**src/sv/assert_macros.svh**
```systemverilog
// ----------------------------------------------------------------------------
// Assertion macros
// Shared concurrent assertion forms, clocked on the rising edge and disabled
// while reset is high.
// ----------------------------------------------------------------------------
`ifndef ASSERT_MACROS_SVH
`define ASSERT_MACROS_SVH

// antecedent holds -> consequent holds in the same cycle
`define ASSERT_IMPLIES(label, clk, rst, ante, cons) \
   label: assert property (@(posedge clk) disable iff (rst) (ante) |-> (cons)) \
      else $error("assertion failed");

// antecedent holds -> consequent holds in the next cycle
`define ASSERT_NEXT(label, clk, rst, ante, cons) \
   label: assert property (@(posedge clk) disable iff (rst) (ante) |=> (cons)) \
      else $error("assertion failed");

`endif

```
**src/sv/itrt_pkg.sv**
```systemverilog
// ----------------------------------------------------------------------------
// itrt_pkg
// Types and fixed constants of the integer to radix text converter.
// ----------------------------------------------------------------------------
package itrt_pkg;

   localparam logic [7:0]  SIGN_CHAR  = 8'h2D;
   localparam logic [7:0]  ZERO_CHAR  = 8'h30;
   localparam logic [4:0]  MIN_RADIX  = 5'd2;
   localparam logic [4:0]  MAX_RADIX  = 5'd16;
   localparam logic [4:0]  RESET_RADIX = 5'd10;
   localparam logic [63:0] RESET_CHARS_LOW  = 64'd3978425819141910832;
   localparam logic [63:0] RESET_CHARS_HIGH = 64'd5063528411713059128;

   // quotient bits resolved per divider cycle
   localparam int DIV_BITS_PER_CYCLE = 8;

   typedef enum logic [1:0] {
      CSR_RADIX      = 2'd0,
      CSR_CHARS_LOW  = 2'd1,
      CSR_CHARS_HIGH = 2'd2
   } csr_index_type;

   typedef struct packed {
      logic is_negative;
      logic is_zero;
   } item_flags_type;

   typedef enum logic [3:0] {
      B_IDLE  = 4'b0001,
      B_DIV   = 4'b0010,
      B_PRIME = 4'b0100,
      B_EMIT  = 4'b1000
   } back_state_type;

endpackage

```
**src/sv/itrt_front.sv**
```systemverilog
// ----------------------------------------------------------------------------
// itrt_front
// Accepts a number, splits it into sign and magnitude and flags zero.
// ----------------------------------------------------------------------------
module itrt_front #(
   parameter int WORD_BITS = 32
) (
   input  logic                        start,
   input  logic signed [WORD_BITS-1:0] req_number,
   input  logic                        queue_full,
   output logic                        busy,
   output logic                        push,
   output logic [WORD_BITS-1:0]        push_mag,
   output itrt_pkg::item_flags_type    push_flags
);

   logic [WORD_BITS-1:0] raw;

   assign raw  = req_number;
   assign busy = queue_full;
   assign push = start && !queue_full;

   // two's complement negate; the most negative value maps onto itself,
   // which read unsigned is the exact magnitude
   assign push_mag = raw[WORD_BITS-1] ? (~raw + WORD_BITS'(1)) : raw;

   assign push_flags.is_negative = raw[WORD_BITS-1];
   assign push_flags.is_zero     = (raw == '0);

endmodule

```
**src/sv/itrt_queue.sv**
```systemverilog
// ----------------------------------------------------------------------------
// itrt_queue
// Two-entry queue between the front and the conversion engine.
// ----------------------------------------------------------------------------
`include "assert_macros.svh"

module itrt_queue #(
   parameter int DATA_W = 34
) (
   input  logic              clock,
   input  logic              reset,
   input  logic              push,
   input  logic [DATA_W-1:0] push_data,
   input  logic              pop,
   output logic [DATA_W-1:0] head_data,
   output logic              empty,
   output logic              full
);

   logic [DATA_W-1:0] entry_ff [2];
   logic              wr_ptr_ff, wr_ptr_in;
   logic              rd_ptr_ff, rd_ptr_in;
   logic [1:0]        count_ff, count_in;

   assign empty     = (count_ff == 2'd0);
   assign full      = (count_ff == 2'd2);
   assign head_data = entry_ff[rd_ptr_ff];

   always_comb begin
      wr_ptr_in = push ? ~wr_ptr_ff : wr_ptr_ff;
      rd_ptr_in = pop  ? ~rd_ptr_ff : rd_ptr_ff;
      count_in  = count_ff;
      if (push && !pop) begin
         count_in = count_ff + 2'd1;
      end else if (pop && !push) begin
         count_in = count_ff - 2'd1;
      end
   end

   always_ff @(posedge clock) begin
      if (reset) begin
         wr_ptr_ff <= 1'b0;
         rd_ptr_ff <= 1'b0;
         count_ff  <= 2'd0;
      end else begin
         wr_ptr_ff <= wr_ptr_in;
         rd_ptr_ff <= rd_ptr_in;
         count_ff  <= count_in;
      end
   end

   always_ff @(posedge clock) begin
      if (push) begin
         entry_ff[wr_ptr_ff] <= push_data;
      end
   end

   `ASSERT_IMPLIES(a_no_push_when_full, clock, reset, push, !full || pop)
   `ASSERT_IMPLIES(a_no_pop_when_empty, clock, reset, pop, !empty)

endmodule

```
**src/sv/itrt_back.sv**
```systemverilog
// ----------------------------------------------------------------------------
// itrt_back
// Conversion engine: divides the magnitude by the radix digit by digit,
// stores the digits, then plays them out most significant first.
// ----------------------------------------------------------------------------
`include "assert_macros.svh"

module itrt_back #(
   parameter int WORD_BITS = 32
) (
   input  logic                     clock,
   input  logic                     reset,
   input  logic                     queue_empty,
   input  logic [WORD_BITS-1:0]     head_mag,
   input  itrt_pkg::item_flags_type head_flags,
   output logic                     pop,
   input  logic [4:0]               radix,
   input  logic [63:0]              digit_chars_low,
   input  logic [63:0]              digit_chars_high,
   output logic                     rsp_strobe,
   output logic [7:0]               rsp_text_char,
   output logic                     rsp_last_char
);

   localparam int CHUNK  = itrt_pkg::DIV_BITS_PER_CYCLE;
   localparam int STEPS  = (WORD_BITS + CHUNK - 1) / CHUNK;
   localparam int PAD_W  = STEPS * CHUNK;
   localparam int STEP_W = (STEPS > 1) ? $clog2(STEPS) : 1;
   localparam int IDX_W  = $clog2(WORD_BITS);

   itrt_pkg::back_state_type state_ff, state_in;

   logic [PAD_W-1:0]  div_ff, div_in;
   logic [3:0]        pr_ff, pr_in;
   logic [STEP_W-1:0] step_ff, step_in;
   logic [IDX_W-1:0]  cnt_ff, cnt_in;
   logic [IDX_W-1:0]  idx_ff, idx_in;
   logic              neg_ff, neg_in;
   logic              rsp_strobe_ff, rsp_strobe_in;
   logic [7:0]        rsp_text_char_ff, rsp_text_char_in;
   logic              rsp_last_char_ff, rsp_last_char_in;

   logic [3:0]        digit_store [WORD_BITS];
   logic [3:0]        rd_data_ff;
   logic [IDX_W-1:0]  rd_addr;
   logic              wr_en;

   logic [4:0]        eff_radix;
   logic [PAD_W-1:0]  div_chunk;
   logic [3:0]        pr_chunk;
   logic [127:0]      alphabet;

   assign alphabet = {digit_chars_high, digit_chars_low};

   always_comb begin
      eff_radix = radix;
      if (radix < itrt_pkg::MIN_RADIX) begin
         eff_radix = itrt_pkg::MIN_RADIX;
      end else if (radix > itrt_pkg::MAX_RADIX) begin
         eff_radix = itrt_pkg::MAX_RADIX;
      end
   end

   // restoring division, CHUNK quotient bits per cycle; partial remainder
   // stays below the radix so every step works on five bits
   always_comb begin
      logic [4:0]       trial;
      logic [3:0]       pr;
      logic [PAD_W-1:0] d;
      pr = pr_ff;
      d  = div_ff;
      for (int j = 0; j < CHUNK; j++) begin
         trial = {pr, d[PAD_W-1]};
         d     = {d[PAD_W-2:0], 1'b0};
         if (trial >= eff_radix) begin
            trial = trial - eff_radix;
            d[0]  = 1'b1;
         end
         pr = trial[3:0];
      end
      div_chunk = d;
      pr_chunk  = pr;
   end

   assign rd_addr = (state_ff == itrt_pkg::B_EMIT) ? (idx_ff - IDX_W'(1)) : idx_ff;

   always_comb begin
      state_in         = state_ff;
      div_in           = div_ff;
      pr_in            = pr_ff;
      step_in          = step_ff;
      cnt_in           = cnt_ff;
      idx_in           = idx_ff;
      neg_in           = neg_ff;
      rsp_strobe_in    = 1'b0;
      rsp_text_char_in = rsp_text_char_ff;
      rsp_last_char_in = rsp_last_char_ff;
      pop              = 1'b0;
      wr_en            = 1'b0;
      case (state_ff)
         itrt_pkg::B_IDLE: begin
            if (!queue_empty) begin
               pop = 1'b1;
               if (head_flags.is_zero) begin
                  rsp_strobe_in    = 1'b1;
                  rsp_text_char_in = itrt_pkg::ZERO_CHAR;
                  rsp_last_char_in = 1'b1;
               end else begin
                  state_in = itrt_pkg::B_DIV;
                  div_in   = PAD_W'(head_mag);
                  pr_in    = 4'd0;
                  step_in  = '0;
                  cnt_in   = '0;
                  neg_in   = head_flags.is_negative;
               end
            end
         end
         itrt_pkg::B_DIV: begin
            div_in  = div_chunk;
            pr_in   = pr_chunk;
            step_in = step_ff + STEP_W'(1);
            if (step_ff == STEP_W'(STEPS - 1)) begin
               wr_en   = 1'b1;
               step_in = '0;
               pr_in   = 4'd0;
               if (div_chunk != '0) begin
                  cnt_in = cnt_ff + IDX_W'(1);
               end else begin
                  // last digit written: send the sign while the first read primes
                  idx_in   = cnt_ff;
                  state_in = itrt_pkg::B_PRIME;
                  if (neg_ff) begin
                     rsp_strobe_in    = 1'b1;
                     rsp_text_char_in = itrt_pkg::SIGN_CHAR;
                     rsp_last_char_in = 1'b0;
                  end
               end
            end
         end
         itrt_pkg::B_PRIME: begin
            state_in = itrt_pkg::B_EMIT;
         end
         itrt_pkg::B_EMIT: begin
            rsp_strobe_in    = 1'b1;
            rsp_text_char_in = alphabet[{rd_data_ff, 3'b000} +: 8];
            rsp_last_char_in = (idx_ff == '0);
            if (idx_ff == '0) begin
               state_in = itrt_pkg::B_IDLE;
            end else begin
               idx_in = idx_ff - IDX_W'(1);
            end
         end
         default: begin
            state_in = itrt_pkg::B_IDLE;
         end
      endcase
   end

   always_ff @(posedge clock) begin
      if (reset) begin
         state_ff      <= itrt_pkg::B_IDLE;
         rsp_strobe_ff <= 1'b0;
         cnt_ff        <= '0;
         neg_ff        <= 1'b0;
      end else begin
         state_ff      <= state_in;
         rsp_strobe_ff <= rsp_strobe_in;
         cnt_ff        <= cnt_in;
         neg_ff        <= neg_in;
      end
   end

   always_ff @(posedge clock) begin
      div_ff           <= div_in;
      pr_ff            <= pr_in;
      step_ff          <= step_in;
      idx_ff           <= idx_in;
      rsp_text_char_ff <= rsp_text_char_in;
      rsp_last_char_ff <= rsp_last_char_in;
   end

   always_ff @(posedge clock) begin
      if (wr_en) begin
         digit_store[cnt_ff] <= pr_chunk;
      end
      rd_data_ff <= digit_store[rd_addr];
   end

   assign rsp_strobe    = rsp_strobe_ff;
   assign rsp_text_char = rsp_text_char_ff;
   assign rsp_last_char = rsp_last_char_ff;

   `ASSERT_NEXT(a_emit_strobes, clock, reset, state_ff == itrt_pkg::B_EMIT, rsp_strobe)
   `ASSERT_IMPLIES(a_pop_only_idle, clock, reset, pop, state_ff == itrt_pkg::B_IDLE)

endmodule

```
**src/sv/int_to_radix_text_top.sv**
```systemverilog
// ----------------------------------------------------------------------------
// int_to_radix_text_top
// Converts a signed integer into its text form in a configurable radix.
// ----------------------------------------------------------------------------
// Usage:
//   Input: drive req_number and raise start; the number transfers at a rising
//   edge where start is high and busy is low. busy rises only when the
//   two-entry queue in front of the conversion engine is full.
//   Output: characters on rsp_text_char with rsp_strobe high, digits one per
//   cycle, most significant first, a leading '-' for negative numbers, and
//   rsp_last_char high on the final character. The receiver cannot stall:
//   each character is valid for exactly one cycle.
//   Timing: a zero goes into the queue, is popped by the idle engine and its
//   '0' is registered out. Otherwise the engine runs the divider for each
//   digit (8 quotient bits per cycle) and writes it to the digit store;
//   after the last digit it sends any sign, primes the digit store read,
//   then plays the digits out one per cycle. The engine takes the next
//   number from the queue only once it is back in idle.
//   Configuration: csr_write_enable writes register csr_index (0 radix,
//   1 low alphabet bytes, 2 high alphabet bytes); write only while idle.
//   Reset: synchronous; restores radix 10 and the "0123456789ABCDEF"
//   alphabet and empties the queue.
// ----------------------------------------------------------------------------
module int_to_radix_text_top #(
   parameter int WORD_BITS = 32
) (
   input  logic                        clock,
   input  logic                        reset,
   input  logic                        start,
   output logic                        busy,
   input  logic signed [WORD_BITS-1:0] req_number,
   output logic                        rsp_strobe,
   output logic [7:0]                  rsp_text_char,
   output logic                        rsp_last_char,
   input  logic                        csr_write_enable,
   input  logic [1:0]                  csr_index,
   input  logic [63:0]                 csr_write_data
);

   localparam int FLAGS_W = $bits(itrt_pkg::item_flags_type);
   localparam int ITEM_W  = FLAGS_W + WORD_BITS;

   // configuration registers
   logic [4:0]  radix_ff, radix_in;
   logic [63:0] chars_low_ff, chars_low_in;
   logic [63:0] chars_high_ff, chars_high_in;

   // front to queue
   logic                     push;
   logic [WORD_BITS-1:0]     push_mag;
   itrt_pkg::item_flags_type push_flags;

   // queue to back
   logic                     queue_full;
   logic                     queue_empty;
   logic                     pop;
   logic [ITEM_W-1:0]        head_data;
   logic [WORD_BITS-1:0]     head_mag;
   itrt_pkg::item_flags_type head_flags;

   // decode a register write; unknown indexes drop silently
   always_comb begin
      radix_in      = radix_ff;
      chars_low_in  = chars_low_ff;
      chars_high_in = chars_high_ff;
      if (csr_write_enable) begin
         case (itrt_pkg::csr_index_type'(csr_index))
            itrt_pkg::CSR_RADIX:      radix_in      = csr_write_data[4:0];
            itrt_pkg::CSR_CHARS_LOW:  chars_low_in  = csr_write_data;
            itrt_pkg::CSR_CHARS_HIGH: chars_high_in = csr_write_data;
            default: begin
            end
         endcase
      end
   end

   always_ff @(posedge clock) begin
      if (reset) begin
         radix_ff      <= itrt_pkg::RESET_RADIX;
         chars_low_ff  <= itrt_pkg::RESET_CHARS_LOW;
         chars_high_ff <= itrt_pkg::RESET_CHARS_HIGH;
      end else begin
         radix_ff      <= radix_in;
         chars_low_ff  <= chars_low_in;
         chars_high_ff <= chars_high_in;
      end
   end

   // front: take the number, split sign from magnitude
   itrt_front #(
      .WORD_BITS (WORD_BITS)
   ) u_front (
      .start      (start),
      .req_number (req_number),
      .queue_full (queue_full),
      .busy       (busy),
      .push       (push),
      .push_mag   (push_mag),
      .push_flags (push_flags)
   );

   // queue: lets the front keep taking numbers while the engine works
   itrt_queue #(
      .DATA_W (ITEM_W)
   ) u_queue (
      .clock     (clock),
      .reset     (reset),
      .push      (push),
      .push_data ({push_flags, push_mag}),
      .pop       (pop),
      .head_data (head_data),
      .empty     (queue_empty),
      .full      (queue_full)
   );

   assign head_mag   = head_data[WORD_BITS-1:0];
   assign head_flags = head_data[ITEM_W-1:WORD_BITS];

   // back: divide, store digits, play them out
   itrt_back #(
      .WORD_BITS (WORD_BITS)
   ) u_back (
      .clock            (clock),
      .reset            (reset),
      .queue_empty      (queue_empty),
      .head_mag         (head_mag),
      .head_flags       (head_flags),
      .pop              (pop),
      .radix            (radix_ff),
      .digit_chars_low  (chars_low_ff),
      .digit_chars_high (chars_high_ff),
      .rsp_strobe       (rsp_strobe),
      .rsp_text_char    (rsp_text_char),
      .rsp_last_char    (rsp_last_char)
   );

endmodule

```
**config.mk**
```make
export PLATFORM = sky130hd
export DESIGN_NAME = int_to_radix_text_top
export DESIGN_NICKNAME = d
export VERILOG_FILES = /design/src/sv/itrt_pkg.sv /design/src/sv/itrt_front.sv /design/src/sv/itrt_queue.sv /design/src/sv/itrt_back.sv /design/src/sv/int_to_radix_text_top.sv
export VERILOG_INCLUDE_DIRS = /design/src /design/src/sv
export SDC_FILE = /design/constraint.sdc
export NUM_CORES = 1
export LEC_CHECK = 0
export ABC_AREA = 1
export BUFFER_PORTS_ARGS = -buffer_cell sky130_fd_sc_hd__buf_2
export CORE_MARGIN = 1
export CORE_UTILIZATION = 51
export CTS_CLUSTER_DIAMETER = 40
export DETAILED_ROUTE_END_ITERATION = 8
export GPL_TIMING_DRIVEN = 0
export PLACE_DENSITY = 0.72
export SLEW_MARGIN = 20
export SYNTH_ARGS = -nofsm -noshare
export SYNTH_HDL_FRONTEND = slang
export SYNTH_SLANG_ARGS = --single-unit
```
**constraint.sdc**
```tcl
create_clock -name clock -period 21 [get_ports clock]
set_clock_uncertainty 0.2 [all_clocks]
set_input_delay 1.05 -clock clock [delete_from_list [all_inputs] [get_ports clock]]
set_output_delay 1.05 -clock clock [all_outputs]
set_load 0.01 [all_outputs]
```
### Word-level counts from Yosys, hierarchy flattened

Memories as Yosys holds them, arrays and structs flattened. A register that Yosys moved wholly into a read port is not among the register bits.
Cells that the tools add are included.

| word-level totals | value |
|---|---|
| input port bits | 102 |
| flip-flop bits (word level) | 200 |
| word-level logic and storage cells | 165 |
| output and inout bits | 11 |
| memories | 2 |
| bits in writable memories | 196 |

| cells by class | value |
|---|---|
| reductions and logical operators | 24 |
| multiplexer cells | 76 |
| $add $sub $neg | 14 |
| $lt $le $gt $ge | 10 |
| shift operators | 1 |
| bitwise logic cells | 5 |
| eq/ne operators | 17 |

Memories:

| name | depth | bits a word | rd ports | clocked after Yosys merged registers in | wr ports | RTL line | text |
|---|---|---|---|---|---|---|---|
| u_back.digit_store | 32 | 4 | 1 | 1 | 1 | itrt_back.sv:43 | `logic [3:0] digit_store [WORD_BITS];` |
| u_queue.entry_ff | 2 | 34 | 1 | 1 | 1 | itrt_queue.sv:20 | `logic [DATA_W-1:0] entry_ff [2];` |

Operators by type and width:

| operator | number |
|---|---|
| 128-bit by 8-bit variable part select with 8-bit output | 1 |
| 32-bit 2-to-1 mux | 3 |
| 4-bit 2-to-1 mux | 16 |
| 32-bit case mux with 2 select lines | 1 |
| 5-bit 2-to-1 mux | 10 |
| 5-bit >= comparator | 8 |
| 8-bit 2-to-1 mux | 5 |
| 32-bit by 1-bit adder with 32-bit output, second input constant | 1 |
| 32-bit logical NOT | 1 |
| 32-bit inverter | 1 |
| 32-bit nonzero test | 1 |
| 4-bit subtractor | 8 |
| 1-bit 2-to-1 mux | 28 |
| 8-bit case mux with 3 select lines | 1 |
| 5-bit case mux with 2 select lines | 2 |
| 4-bit case mux with 4 select lines | 1 |
| 2-bit != test, second input constant | 6 |
| 2-bit 2-to-1 mux | 5 |
| 5-bit AND reduction | 2 |
| 4-bit case mux with 2 select lines | 1 |
| 2-bit == test, second input constant | 3 |
| 2-bit by 1-bit != test with 1-bit output, second input constant | 3 |
| 1-bit case mux with 3 select lines | 2 |
| 2-bit AND reduction | 3 |
| other kinds (22) | 34 |

### Depth between registers and ports, before layout

| logic depth | value |
|---|---|
| depth in word-level cells | 23 |
| depth in mapped cells | 78 |
| mapped depth without buffers | 78 |

### By module

Synthesis repeated with hierarchy kept, for this count alone.

| unflattened totals | value |
|---|---|
| cell total of the unflattened synthesis | 2,488 |
| area total of the unflattened synthesis | 20,684.8 µm² |

By module, submodules not included:

| module | instances | cells an instance | sequential area each (µm²) | area an instance (µm²) |
|---|---|---|---|---|
| itrt_back | 1 | 1,375 | 5,705.5 | 11,634.9 |
| int_to_radix_text_top | 1 | 747 | 2,662.6 | 5,152.4 |
| itrt_queue | 1 | 139 | 2,142.1 | 2,835.2 |
| itrt_front | 1 | 227 | 0.0 | 1,062.3 |

### Worst setup path after synthesis

OpenSTA, ideal clock, no wires.

| timing | value |
|---|---|
| path kind | register -> register |
| start | reg radix_ff[4] |
| end | reg u_back.idx_ff[0] (enable) |
| buffers on the path | 0 |
| clock period less this slack | 10,273 ps |
| setup time | 376 ps |
| setup slack | 10,727 ps |
| stages on the path, launching flop included | 66 |
| required time | 20,424 ps |
| data arrival time | 9,697 ps |
| cell sequence | dfxtp_1 inv_1 a21oi_1 ha_1 nand2_1 nor3_1 nor2_2 inv_1 o21ai_0 inv_1 ha_1 nand2_1 inv_1 nand2_1 nand2_1 nor2_1 inv_1 o21ai_1 (+30 left out) ha_1 nand2_1 nand2_1 nand2_1 nand2_1 nor2_2 nand3_1 and2_1 ha_1 nand2_1 inv_1 nand2_1 nand2_1 nor2_2 nand3_1 nor2_2 nand2_1 a211oi_1 |

| between the ends | value |
|---|---|
| word-level cells in the longest chain between the ends | 22 |
| elaborated cells on any way between the ends | 37 |
| those cells by class | 7 x add/sub; 10 x order compare; 1 x eq/ne; 17 x mux; 2 x reduce/logical |

Ends and longest elaborated chain:

| what | RTL line | text |
|---|---|---|
| start: declaration | int_to_radix_text_top.sv:44 | `logic [4:0] radix_ff, radix_in;` |
| start signal: assignment | int_to_radix_text_top.sv:79 | `radix_ff <= itrt_pkg::RESET_RADIX;` |
| start signal: assignment | int_to_radix_text_top.sv:83 | `radix_ff <= radix_in;` |
| 5-bit greater-than comparator | itrt_back.sv:59 | `end else if (radix > itrt_pkg::MAX_RADIX) begin` |
| 5-bit 2-to-1 mux | itrt_back.sv:59 |  |
| 5-bit 2-to-1 mux (*) | itrt_back.sv:57 | `if (radix < itrt_pkg::MIN_RADIX) begin` |
| 4-bit subtractor / 5-bit >= comparator (equally long branches) | itrt_back.sv:76, itrt_back.sv:75 |  |
| 4-bit 2-to-1 mux | itrt_back.sv:75 | `if (trial >= eff_radix) begin` |
| 4-bit subtractor / 5-bit >= comparator (equally long branches) | itrt_back.sv:76, itrt_back.sv:75 |  |
| 4-bit 2-to-1 mux | itrt_back.sv:75 |  |
| 4-bit subtractor / 5-bit >= comparator (equally long branches) | itrt_back.sv:76, itrt_back.sv:75 |  |
| (+6 left out) | n/a |  |
| 4-bit 2-to-1 mux | itrt_back.sv:75 |  |
| 4-bit subtractor / 5-bit >= comparator (equally long branches) | itrt_back.sv:76, itrt_back.sv:75 |  |
| 4-bit 2-to-1 mux | itrt_back.sv:75 |  |
| 5-bit >= comparator | itrt_back.sv:75 |  |
| 1-bit 2-to-1 mux | itrt_back.sv:75 |  |
| 32-bit nonzero test (*) | itrt_back.sv:126 | `if (div_chunk != '0) begin` |
| 2-bit != test (no source line) (*) | n/a |  |
| 4-bit AND reduction (no source line) (*) | n/a |  |
| end signal: assignment | itrt_back.sv:177 | `idx_ff <= idx_in;` |
| end: declaration | itrt_back.sv:37 | `logic [IDX_W-1:0] idx_ff, idx_in;` |

Mark *: on every way between the ends. The rest lies on a longest branch, timed or not.
A chain may end at the register's enable or synchronous reset.

### Final worst setup path

| timing | value |
|---|---|
| start | reg radix_ff[4] |
| end | mem u_back.digit_store[14][0] (data pin) |

| between the ends | value |
|---|---|
| word-level cells in the longest chain between the ends | 19 |
| elaborated cells on any way between the ends | 28 |
| those cells by class | 8 x add/sub; 10 x order compare; 10 x mux |

Ends and longest elaborated chain:

| what | RTL line | text |
|---|---|---|
| 5-bit greater-than comparator | itrt_back.sv:59 |  |
| 5-bit 2-to-1 mux | itrt_back.sv:59 |  |
| 5-bit 2-to-1 mux (*) | itrt_back.sv:57 |  |
| 4-bit subtractor / 5-bit >= comparator (equally long branches) | itrt_back.sv:76, itrt_back.sv:75 |  |
| 4-bit 2-to-1 mux | itrt_back.sv:75 |  |
| 4-bit subtractor / 5-bit >= comparator (equally long branches) | itrt_back.sv:76, itrt_back.sv:75 |  |
| 4-bit 2-to-1 mux | itrt_back.sv:75 |  |
| 4-bit subtractor / 5-bit >= comparator (equally long branches) | itrt_back.sv:76, itrt_back.sv:75 |  |
| (+4 left out) | n/a |  |
| 4-bit 2-to-1 mux | itrt_back.sv:75 |  |
| 4-bit subtractor / 5-bit >= comparator (equally long branches) | itrt_back.sv:76, itrt_back.sv:75 |  |
| 4-bit 2-to-1 mux | itrt_back.sv:75 |  |
| 4-bit subtractor / 5-bit >= comparator (equally long branches) | itrt_back.sv:76, itrt_back.sv:75 |  |
| 4-bit 2-to-1 mux | itrt_back.sv:75 |  |
| 5-bit >= comparator | itrt_back.sv:75 |  |
| 4-bit 2-to-1 mux (*) | itrt_back.sv:75 |  |
| via u_back.pr_chunk[0] | itrt_back.sv:50 | `logic [3:0] pr_chunk;` |
| end: declaration | itrt_back.sv:43 |  |

The timed path passes the listed nets; every way through them passes the cells marked *.

==> summary.txt <==
Worst-path clk slew: 0.06 ns
Seq/Total Area, Yosys: 53.8%
Final Cycle Share: 61.5%
RSZ-0062 raised after global routing: no
Cts hold-fix bufs: 0
Top cell by count, worst path: nand2_1
Number of port buffers: 111
CTS max path bufs: 3
Post-synthesis xor/xnor area fraction: 2.02%
Min-delay src: u_queue.rd_ptr_ff$_SDFFE_PP0P_
Setup TNS: 0 ns
Synthesized cell area: 19500 sq um
Post-Syn Nets: 2428
CTS resizes: 0
R2R Setup Slk: 8.09 ns
Initial Util: 51.8%
Mapped Cells: 2270
Die area: 39100 sq um
Yosys warning count: 0
Worst path max stage delay: 0.87 ns
Length in cells of the worst reg-to-reg path: 65
Synth Flop Type: edfxtp_1
CTS tree: done
# DRC: 0
CP delay by family, top: simple AND/OR/NAND/NOR gates
DP HPWL: 38.7 mm
Mux cell area share after synthesis: 0%
Antenna cells: 0
Post-CTS Setup Bufs: 0
Cell taking the most area after synthesis: edfxtp_1
DRT iter0 DRCs: 1713
CTS sink cnt: 401
Top cell types by occurrence after synthesis: nand2_1 (504), nor2_1 (367), edfxtp_1 (248)
Worst-Skew Late Latency: 0.59 ns
Die width: 198 um
Stages on the worst setup path: 65
Dpl cell area: 20800 sq um
Routability congestion estimate: 0.951
Vias in the first global route: 16105
Vias per inst: 5.60
Post-synthesis compound-gate area fraction: 9.03%
Max-cap viol count: 0
Initial antenna violation count: 0
#FFs+latches synth: 401
Largest net degree at the start of global routing: 40
# setup viols final: 0
WP buf/inv: 11
Main combinational cell family by area after synthesis: simple AND/OR/NAND/NOR gates
Syn_area_per_cell: 8.60 sq um
RR Startpoint: radix_ff[4]$_SDFFE_PP0P_
Distinct cells, synth: 47
Layout area overhead: 15.8%
Final Hold Viols: 0
Asr flop ratio synth: 0%
EDFF count, synth: 248
Top-count cell post-synth: nand2_1
Wire length per cell: 18.3 um
Hold depth: 1
H-tree Lvls: 2
Post-Synth Adder-Cell Area: 3.90%
Slowest cell on crit path: clkinv_1
Fmax: 77.5 MHz
Synth area leaders: edfxtp_1 (38%), dfxtp_1 (16%), nand2_1 (9.7%), nor2_1 (7.1%), nand3_1 (5.7%)
Hold WC Path Type: flip-flop to flip-flop
Slew of the pin with the lowest slew margin: 1.03 ns
GRT Residual Overflow: 0
Crit. End Element: flip-flop
Share of cells above drive strength 1: 11.4%
Die height: 198 um
Slew Viols, Final: 0
# fillers: 3264
WS Path Type: flip-flop to flip-flop
Core ar.: 37700 sq um
CP Max Fanout: 32
Total Nets Final: 2594
Tmin final: 12.91 ns
Relative slew margins: 30.9%
Simple-gate share of the synthesized area: 25.3%
Placement row count: 71
Result of the run: finished, final reports clean
Worst Path Required: 20.79 ns
Synth top area share: 38.2%
Crit start category: flip-flop
Final ANT Viol Nets: 0
Worst R2R End: u_back.digit_store[14][0]$_DFFE_PP_
TritonRoute pass-1 iters: 6
Total CTS buffers: 51
First-pass GRT wire length: 84.8 mm
# IOs: 113
CTS root buf: clkbuf_16
Total wire length: 54.6 mm
Post-layout instance area: 22600 sq um
Detailed-route via count: 16746
Gr usage total: 28.2%
Worst Path Arrival: 12.70 ns
## placed cells by master (no fill, tap or decap), types with 27 or more instances in the layout
master,count
clkbuf_16,54
nor2_1,365
edfxtp_1,248
a31oi_1,46
a21oi_1,27
o21ai_0,184
buf_2,141
ha_1,48
nand2_1,501
clkbuf_1,75
dfxtp_1,153
nand3_1,222
inv_1,156
nand3b_1,34
## flip-flops by register name, indices dropped and copies added, names as in the netlist, 4 cells and up, named ones only
signal and cells:
chars_high_ff 64, u_back.digit_store 128, u_back.idx_ff 5, radix_ff 5
u_back.div_ff 32, u_back.rd_data_ff 4, u_queue.entry_ff 68, u_back.cnt_ff 5
u_back.rsp_text_char 8, chars_low_ff 64, u_back.pr_ff 4, u_back.state_ff 4
## layout make-up
class	instances	area (sq um)	share of cell area, %
flip-flops and latches	401	10500	46.5
clock buffers	66	1450	6.41
multi-input cells	1587	7890	34.9
clock inverters	29	357	1.58
well taps	511	639	2.83
repair buffers	113	611	2.70
inverters	169	634	2.81
plain buffers	113	510	2.26
## cells by family after synthesis
logic type / Yosys count
and+or+nand+nor: 1174
DFF: 401
xor gates and xnor gates: 45
buffers and inverters: 282
AOI/OAI and AO/OA: 312
adders and majority gates: 56
## routing by layer
metal	global-route usage [%]	up-vias	wire, um
li1	-	7976	-
met1	37.2	7777	22700
met2	45.1	832	24800
met3	4.95	161	4730
met4	13.2	0	2290
met5	0	-	0
## how the worst max path moves through the flow
stage               slack [ns]                                   to                      from
CTS                       8.36           u_back.idx_ff[3]$_DFFE_PP_  radix_ff[4]$_SDFFE_PP0P_
global route              6.78   u_back.digit_store[2][0]$_DFFE_PP_  radix_ff[4]$_SDFFE_PP0P_
finish                    8.09  u_back.digit_store[14][0]$_DFFE_PP_  radix_ff[4]$_SDFFE_PP0P_
floorplan                10.73           u_back.idx_ff[0]$_DFFE_PP_  radix_ff[4]$_SDFFE_PP0P_
detailed placement        8.40           u_back.idx_ff[3]$_DFFE_PP_  radix_ff[4]$_SDFFE_PP0P_
global placement          8.40   u_back.digit_store[6][1]$_DFFE_PP_  radix_ff[4]$_SDFFE_PP0P_
## metrics by stage
step,utilization [%],setup WS [ns],std cells,hold WS [ns]
after floorplan,-,10.73,2270,0.224
after global placement,55.0,8.40,2892,0.234
after detailed placement,55.2,8.40,2894,0.238
after CTS,60.0,8.36,2989,0.253
after global routing,60.0,6.78,2989,0.274
final,60.0,8.09,2989,0.256
Power is not shown: default switching activity piles up to over one toggle a cycle in this logic, so the estimate is an artifact.
